==> config.mk <==
export PLATFORM = sky130hd
export DESIGN_NAME = kiss_fixed_frame_packer
export DESIGN_NICKNAME = d
export VERILOG_FILES = /design/src/rtl/kissfp_pkg.sv /design/src/rtl/kiss_fixed_frame_packer.sv
export SDC_FILE = /design/constraint.sdc
export NUM_CORES = 1
export LEC_CHECK = 0
export BUFFER_PORTS_ARGS = -buffer_cell sky130_fd_sc_hd__buf_2
export CORE_MARGIN = 4
export CORE_UTILIZATION = 50
export DETAILED_ROUTE_END_ITERATION = 16
export HOLD_SLACK_MARGIN = 0.1
export PLACE_DENSITY = 0.78
export SETUP_SLACK_MARGIN = 0.1
export SLEW_MARGIN = 30
export SYNTH_ARGS = -nofsm -noshare
export SYNTH_HDL_FRONTEND = slang
export SYNTH_SLANG_ARGS = --single-unit
==> constraint.sdc <==
create_clock -name clk -period 6.5 [get_ports clk]
set_input_delay 1.3 -clock clk [delete_from_list [all_inputs] [get_ports clk]]
set_output_delay 1.3 -clock clk [all_outputs]
set_load 0.1 [all_outputs]
==> src/rtl/kissfp_pkg.sv <==
// Shared types, KISS byte codes and frame length helpers for the KISS frame packer.
`default_nettype none

package kissfp_pkg;

    localparam int MAX_FRAME_LEN = 64;
    localparam int MIN_FRAME_LEN = 4;
    localparam int LEN_W         = 7;

    localparam logic [LEN_W-1:0] FRAME_LEN_RESET = LEN_W'(64);

    localparam logic [7:0] KISS_FEND  = 8'hC0;
    localparam logic [7:0] KISS_FESC  = 8'hDB;
    localparam logic [7:0] KISS_TFEND = 8'hDC;
    localparam logic [7:0] KISS_TFESC = 8'hDD;

    localparam logic REQ_DATA = 1'b0;
    localparam logic REQ_END  = 1'b1;

    typedef struct packed {
        logic       req_type;
        logic [7:0] data_byte;
    } in_item_t;

    typedef struct packed {
        logic [7:0] out_byte;
        logic       frame_end;
        logic       final_frame;
        logic       last;
    } out_item_t;

    // Clamp the programmed length into the supported frame range.
    function automatic logic [LEN_W-1:0] eff_len(input logic [LEN_W-1:0] len);
        logic [LEN_W-1:0] s;
        s = len;
        if (len < LEN_W'(MIN_FRAME_LEN))
            s = LEN_W'(MIN_FRAME_LEN);
        else if (len > LEN_W'(MAX_FRAME_LEN))
            s = LEN_W'(MAX_FRAME_LEN);
        return s;
    endfunction

endpackage

`default_nettype wire

==> src/rtl/kiss_fixed_frame_packer.sv <==
// KISS fixed-length frame packer: byte-at-a-time sequencer with one shared counter and compare.
// Ordering: an accepted item is registered first; its first output byte is then loaded into the
//   output register once the output slot is free (after the P_DEC check for an escaped byte on an open frame).
// Throughput: one output byte per cycle within an item while out_stall is low; in_stall holds
//   the input until the sequencer has sent every byte of the current item and returned to idle.
// Reset: frame_length returns to 64, no frame is open, the output register is empty.
`default_nettype none

module kiss_fixed_frame_packer (
    input  wire logic                         clk,
    input  wire logic                         rst_n,
    input  wire logic                         in_valid,
    output logic                              in_stall,
    input  wire kissfp_pkg::in_item_t         in_item,
    output logic                              out_valid,
    input  wire logic                         out_stall,
    output kissfp_pkg::out_item_t             out_item,
    input  wire logic                         cfg_valid,
    output logic                              cfg_ready,
    input  wire logic [kissfp_pkg::LEN_W-1:0] cfg_data
);
    import kissfp_pkg::*;

    // Sequencer phases; each emitting phase puts out exactly one byte.
    localparam logic [3:0] P_IDLE  = 4'd0;
    localparam logic [3:0] P_DEC   = 4'd1;  // special byte on open frame: does the pair fit
    localparam logic [3:0] P_OPEN  = 4'd2;  // opening FEND
    localparam logic [3:0] P_SPL1  = 4'd3;  // first closing FEND of a split
    localparam logic [3:0] P_SPL2  = 4'd4;  // second closing FEND of a split, ends frame
    localparam logic [3:0] P_ESC1  = 4'd5;  // FESC
    localparam logic [3:0] P_ESC2  = 4'd6;  // TFEND or TFESC
    localparam logic [3:0] P_DATA  = 4'd7;  // plain payload byte
    localparam logic [3:0] P_CLOSE = 4'd8;  // closing FEND after frame fills
    localparam logic [3:0] P_PAD   = 4'd9;  // end-of-data padding

    logic [3:0]       phase_reg, phase_next;
    logic [LEN_W-1:0] bif_reg, bif_next;       // bytes already sent in the open frame
    logic             open_reg, open_next;
    logic [LEN_W-1:0] frame_length_reg;

    logic [7:0]       data_reg;
    logic             special_reg;
    logic             out_valid_reg;
    out_item_t        out_item_reg;

    logic             in_accept;
    logic             in_special;
    logic             slot_free;
    logic             emit;
    out_item_t        emit_item;

    // Shared arithmetic: one incrementer and one compare against S-1 or S-2.
    logic [LEN_W-1:0] s_len;
    logic [LEN_W-1:0] thr;
    logic [LEN_W-1:0] bif_inc;
    logic             cmp_ge;

    assign s_len   = eff_len(frame_length_reg);
    assign thr     = (phase_reg == P_PAD) ? (s_len - LEN_W'(1)) : (s_len - LEN_W'(2));
    assign cmp_ge  = (bif_reg >= thr);
    assign bif_inc = bif_reg + LEN_W'(1);

    assign in_stall   = (phase_reg != P_IDLE);
    assign in_accept  = in_valid && !in_stall;
    assign in_special = (in_item.data_byte == KISS_FEND) || (in_item.data_byte == KISS_FESC);
    assign slot_free  = !out_valid_reg || !out_stall;
    assign cfg_ready  = (phase_reg == P_IDLE);
    assign out_valid  = out_valid_reg;
    assign out_item   = out_item_reg;

    always_comb
    begin
        phase_next = phase_reg;
        bif_next   = bif_reg;
        open_next  = open_reg;
        emit       = 1'b0;
        emit_item  = '{out_byte: KISS_FEND, frame_end: 1'b0, final_frame: 1'b0, last: 1'b0};

        case (phase_reg)
            P_IDLE:
            begin
                if (in_valid)
                begin
                    if (in_item.req_type == REQ_END)
                        phase_next = P_PAD;
                    else if (!open_reg)
                        phase_next = P_OPEN;
                    else if (in_special)
                        phase_next = P_DEC;
                    else
                        phase_next = P_DATA;
                end
            end
            P_DEC:
            begin
                phase_next = cmp_ge ? P_SPL1 : P_ESC1;
            end
            P_OPEN:
            begin
                if (slot_free)
                begin
                    emit       = 1'b1;
                    bif_next   = LEN_W'(1);
                    open_next  = 1'b1;
                    // a fresh frame always has room for an escape pair
                    phase_next = special_reg ? P_ESC1 : P_DATA;
                end
            end
            P_SPL1:
            begin
                if (slot_free)
                begin
                    emit       = 1'b1;
                    phase_next = P_SPL2;
                end
            end
            P_SPL2:
            begin
                if (slot_free)
                begin
                    emit                = 1'b1;
                    emit_item.frame_end = 1'b1;
                    bif_next            = '0;
                    open_next           = 1'b0;
                    phase_next          = P_OPEN;
                end
            end
            P_ESC1:
            begin
                if (slot_free)
                begin
                    emit               = 1'b1;
                    emit_item.out_byte = KISS_FESC;
                    bif_next           = bif_inc;
                    phase_next         = P_ESC2;
                end
            end
            P_ESC2, P_DATA:
            begin
                if (slot_free)
                begin
                    emit = 1'b1;
                    if (phase_reg == P_DATA)
                        emit_item.out_byte = data_reg;
                    else
                        emit_item.out_byte = (data_reg == KISS_FEND) ? KISS_TFEND : KISS_TFESC;
                    bif_next = bif_inc;
                    // count after this byte >= S-1  <=>  count now >= S-2
                    if (cmp_ge)
                        phase_next = P_CLOSE;
                    else
                    begin
                        emit_item.last = 1'b1;
                        phase_next     = P_IDLE;
                    end
                end
            end
            P_CLOSE:
            begin
                if (slot_free)
                begin
                    emit                = 1'b1;
                    emit_item.frame_end = 1'b1;
                    emit_item.last      = 1'b1;
                    bif_next            = '0;
                    open_next           = 1'b0;
                    phase_next          = P_IDLE;
                end
            end
            P_PAD:
            begin
                if (slot_free)
                begin
                    emit                  = 1'b1;
                    emit_item.final_frame = 1'b1;
                    // last pad byte once the count reaches S-1 (or an oversized frame)
                    if (cmp_ge)
                    begin
                        emit_item.frame_end = 1'b1;
                        emit_item.last      = 1'b1;
                        bif_next            = '0;
                        open_next           = 1'b0;
                        phase_next          = P_IDLE;
                    end
                    else
                    begin
                        // the pad frame counts as open until its closing FEND
                        bif_next  = bif_inc;
                        open_next = 1'b1;
                    end
                end
            end
            default:
            begin
                phase_next = P_IDLE;
            end
        endcase
    end

    always_ff @(posedge clk or negedge rst_n)
    begin
        if (!rst_n)
        begin
            phase_reg        <= P_IDLE;
            bif_reg          <= '0;
            open_reg         <= 1'b0;
            frame_length_reg <= FRAME_LEN_RESET;
            out_valid_reg    <= 1'b0;
        end
        else
        begin
            phase_reg <= phase_next;
            bif_reg   <= bif_next;
            open_reg  <= open_next;
            if (cfg_valid && cfg_ready)
                frame_length_reg <= cfg_data;
            if (emit)
                out_valid_reg <= 1'b1;
            else if (!out_stall)
                out_valid_reg <= 1'b0;
        end
    end

    // Payload registers
    always_ff @(posedge clk)
    begin
        if (in_accept)
        begin
            data_reg    <= in_item.data_byte;
            special_reg <= in_special;
        end
        if (emit)
            out_item_reg <= emit_item;
    end

    // The open flag and the byte count always agree.
    a_open_count: assert property (@(posedge clk) disable iff (!rst_n)
        open_reg == (bif_reg != '0))
        else $error("frame open flag disagrees with byte count");

    // The count never runs past the largest frame.
    a_count_max: assert property (@(posedge clk) disable iff (!rst_n)
        bif_reg <= LEN_W'(MAX_FRAME_LEN))
        else $error("byte count beyond maximum frame length");

    // A byte that ends a frame leaves no frame open.
    a_end_closes: assert property (@(posedge clk) disable iff (!rst_n)
        emit && emit_item.frame_end |=> !open_reg)
        else $error("frame still open after frame end byte");

    // The last byte of an item returns the sequencer to idle.
    a_last_idle: assert property (@(posedge clk) disable iff (!rst_n)
        emit && emit_item.last |=> phase_reg == P_IDLE)
        else $error("sequencer busy after last byte");

    // Only end-of-data padding carries the final flag.
    a_final_pad: assert property (@(posedge clk) disable iff (!rst_n)
        emit && emit_item.final_frame |-> phase_reg == P_PAD)
        else $error("final flag outside padding");

endmodule

`default_nettype wire
Word-level counts from Yosys, hierarchy flattened:

Index checks and enable logic that the tools add are counted.

* flip-flop bits (word level): 40
* latch bits: 0
* bits in writable memories: 0
* ROM bits: 0
* input port bits: 21
* logic and storage cells: 103
* memories kept: 0

* $add $sub $neg: 3
* $mul: 0
* div/mod/pow operators: 0
* $lt $le $gt $ge: 3
* equal/unequal tests: 24
* shifts and indexed selects: 0
* muxes and demuxes: 44
* bitwise operators: 0
* reductions and logical operators: 18

Operators by type and width (count)
* $mux 7: 8
* $mux 4: 11
* $pmux 4 s9: 1
* $pmux 7 s4: 1
* $eq 8x8->1 const B: 3
* $ne 2x2->1 const B: 9
* $eq 4x3->1 const B: 4
* $mux 8: 2
* $pmux 8 s2: 1
* $mux 3: 4
* $mux 1: 11
* $reduce_and 9->1: 1
* $eq 4x2->1 const B: 2
* $eq 4x4->1 const B: 2
* $reduce_bool 4->1: 2
* $reduce_or 8->1: 1
* $add 7x1->7 const B: 1
* $ge 7x7->1: 1
* $gt 7x7->1 const B: 1
* $lt 7x3->1 const B: 1
* $sub 7x1->7 const B: 1
* $sub 7x2->7 const B: 1
* $ne 2x1->1 const B: 3
* $pmux 1 s3: 2
* 13 further kinds: 18

Longest topological paths before layout:

* depth in word-level cells: 9
* mapped depth: 15
* gate-level depth less buffers: 15

Least setup slack after synthesis:

OpenSTA, ideal clock, no wires.

* path type: register to output
* start: register phase_reg[2]
* end: output port in_stall
* arrival time: 2.558 ns
* required time: 5.200 ns
* slack: 2.642 ns
* stages on the path, launching flop included: 4
* path through: dfrtp_1 buf_2 nor4_4 inv_1

* cells in the longest elaborated chain, start to end: 1

RTL lines
* start: declaration: RTL line kiss_fixed_frame_packer.sv:36 `logic [3:0] phase_reg, phase_next;`
* start signal: assignment: RTL line kiss_fixed_frame_packer.sv:212 `phase_reg <= phase_next;`
* $reduce_bool 4->1: RTL line kiss_fixed_frame_packer.sv:63 `assign in_stall = (phase_reg != P_IDLE);`
* end: declaration: RTL line kiss_fixed_frame_packer.sv:13 `output logic in_stall,`

Every way passes these cells.

==> flow_summary.json <==
{
  "drive_gt1_share_pct": 23.4,
  "synth_edf_count": 20,
  "rsz0062_at_grt": "no",
  "io_pins": 35,
  "synthToLayoutAreaGrowth_pct": 13.9,
  "fmax_ghz": 0.298,
  "n_antenna_cell": 0,
  "viasPerCell": 5.65,
  "insertion_delay_ns": 0.28,
  "maxSlewHeadroom_pct": 43.8,
  "synth_area_leader_cell": "edfxtp_1",
  "clk_pin_slew_worst_paths_ns": 0.08,
  "routedWlPerCell_um": 14.8,
  "grt_use_total_pct": 17.2,
  "fin_crit_ns": 3.36,
  "cts-root-buf": "clkbuf_8",
  "gr-total-overflow": 0,
  "max_cap_viol_count": 0,
  "hp-class": "flop to flop",
  "nets": 292,
  "vias": 1767,
  "path_class": "flop to flop",
  "postCtsSetupBuffers": 0,
  "crit_path_start_kind": "flop",
  "coreArea_sq_um": 4380,
  "finalMaxSlewViolations": 0,
  "grt_max_degree": 21,
  "syn_area_sq_um": 2290,
  "clockBufferDepth": 2,
  "start_util_pct": 52.2,
  "place_hpwl_mm": 3.53,
  "yosysWarnings": 0,
  "finalSetupTns_ns": 0,
  "yosysSeqAreaShare_pct": 48.1,
  "critPathArrivalTime_ns": 3.40,
  "setup_viol": 0,
  "ctsHoldBuffers": 0,
  "drtPass1Iterations": 4,
  "syn_inst": 225,
  "hold_violations": 0,
  "synth_area_per_cell_sq_um": 10.2,
  "yosysUniqueCellTypes": 52,
  "synth_area_leaders": "edfxtp_1, dfrtp_1, ha_1, nand2_1, o21ai_0",
  "cts_sinks": 40,
  "cts_resized": 0,
  "numCtsBuffers": 5,
  "grt_pass1_wl_mm": 7.42,
  "die_y_um": 75.7,
  "cts_tree": "yes",
  "crit_required_ns": 6.54,
  "status": "completed",
  "endpoint_kind": "flop",
  "drcViolationCount": 0,
  "r2r_slack_ns": 3.14,
  "finalCritPeriodShare_pct": 51.7,
  "dieArea_sq_um": 5730,
  "tightest_slew_ns": 0.840,
  "finalClockSkew_ns": 0.00488,
  "largest_reg_flops": 11,
  "drt-total-wl_mm": 4.62,
  "ys_seq_elements": 40,
  "rows": 24,
  "gp_congestion": 0.905,
  "synth-main-ff-cell": "edfxtp_1",
  "netlist.area_leader.share_pct": 26.2,
  "ant_nets": 0,
  "fin_util_pct": 59.5,
  "synth_nets": 257,
  "antenna_found_initial": 0,
  "async_flop_share_pct": 50.0,
  "grt_pass1_vias": 1568,
  "worstPathMaxFanout": 19,
  "initialDrtViolationCount": 119,
  "cts-htree-levels": 2,
  "io_buffers": 34,
  "die_x_um": 75.7
}
-- metal layers --
| layer | GRT usage (%) | wire [um] | vias to the layer above |
|---|---|---|---|
| met3 | 4.22 | 265 | 6 |
| met2 | 24.9 | 2060 | 51 |
| li1 | - | - | 897 |
| met1 | 25.6 | 2250 | 813 |
| met5 | 0 | 0 | - |
| met4 | 4.66 | 48 | 0 |
-- through the flow --
step | std cells | hold WS [ns] | setup slack (ns) | cell area [sq um]
detailed placement | 305 | 0.529 | 3.19 | 2500
global placement | 305 | 0.528 | 3.31 | 2500
global route | 313 | 0.575 | 2.77 | 2610
floorplan | 225 | 0.494 | 2.64 | 2290
finish | 313 | 0.543 | 3.14 | 2610
CTS | 313 | 0.546 | 3.17 | 2610
-- path summary, 6_finish.rpt --
kind                                          start                  end  depth (start not counted)
min in group asynchronous                     rst_n  frame_length_reg[4]                          1
worst max register to register         phase_reg[3]          out_item[0]                         10
worst min register to register  frame_length_reg[2]  frame_length_reg[2]                          1
worst max-delay path                   phase_reg[3]          out_item[0]                         10
max in group asynchronous                     rst_n  frame_length_reg[6]                          1
worst min-delay path            frame_length_reg[2]  frame_length_reg[2]                          1
-- logic make-up (layout without fill, tap and decap cells) --
| logic type | count (synthesis) | count (layout) | synth area share (%) |
|---|---|---|---|
| multiplexers | 9 | 9 | 4.37 |
| AO/OA/AOI/OAI | 52 | 52 | 16.1 |
| adder cells (fa/ha/maj) | 11 | 11 | 6.01 |
| flip-flops | 40 | 40 | 48.1 |
| AND/OR/NAND/NOR | 92 | 92 | 20.4 |
| buffers and inverters | 15 | 51 | 2.68 |
| XOR/XNOR | 6 | 6 | 2.30 |
-- critical path, cell delays in order (launching register included) --
cell     delay, ns
dfrtp_1       0.75
nand3_1       0.37
and3_1        0.33
nor3_1        0.24
xnor2_1       0.15
ha_1          0.26
a21oi_1       0.12
o21ai_0       0.14
a21oi_1       0.39
nand2_1       0.10
a32o_1        0.26
-- final cells by class --
| type | count | area, sq um |
|---|---|---|
| tap | 52 | 65.1 |
| sequential | 40 | 1100 |
| clock buffer | 6 | 72.6 |
| clock inverter | 2 | 35.0 |
| fill | 361 | 1780 |
| multi-input combinational | 170 | 1130 |
| inverter | 8 | 30.0 |
| timing repair buffer | 35 | 178 |
-- cell usage after synthesis (all sizes together) (2+ instances only) --
master,n
nand2,26
o21a,2
mux2,8
xor2,4
or2,3
and2,4
a211oi,3
inv,8
a21oi,7
nand3,5
or4,2
o311ai,2
nor2,21
nor4,2
and3,2
o21ai,19
edfxtp,20
a32oi,2
a21o,3
nor2b,5
o211ai,2
nor3,13
or3,3
xnor2,2
dfrtp,19
clkbuf,2
o31ai,2
buf,5
ha,11
-- cells in the final DEF (no fill, tap or decap), drive strengths merged, types with 3 or more instances in the layout --
master / synthesis / routed
a21oi: 7 / 7
o21ai: 19 / 19
or2: 3 / 3
nand2: 26 / 26
mux2: 8 / 8
a211oi: 3 / 3
and2: 4 / 4
nand3: 5 / 5
or3: 3 / 3
ha: 11 / 11
a21o: 3 / 3
inv: 8 / 8
nor2b: 5 / 5
nor3: 13 / 13
nor2: 21 / 21
clkbuf: 2 / 6
buf: 5 / 35
edfxtp: 20 / 20
xor2: 4 / 4
dfrtp: 19 / 19
Power is left out: the tool's default activity adds up to more than one toggle a clock period on the data nets, which glitch-free logic cannot reach.
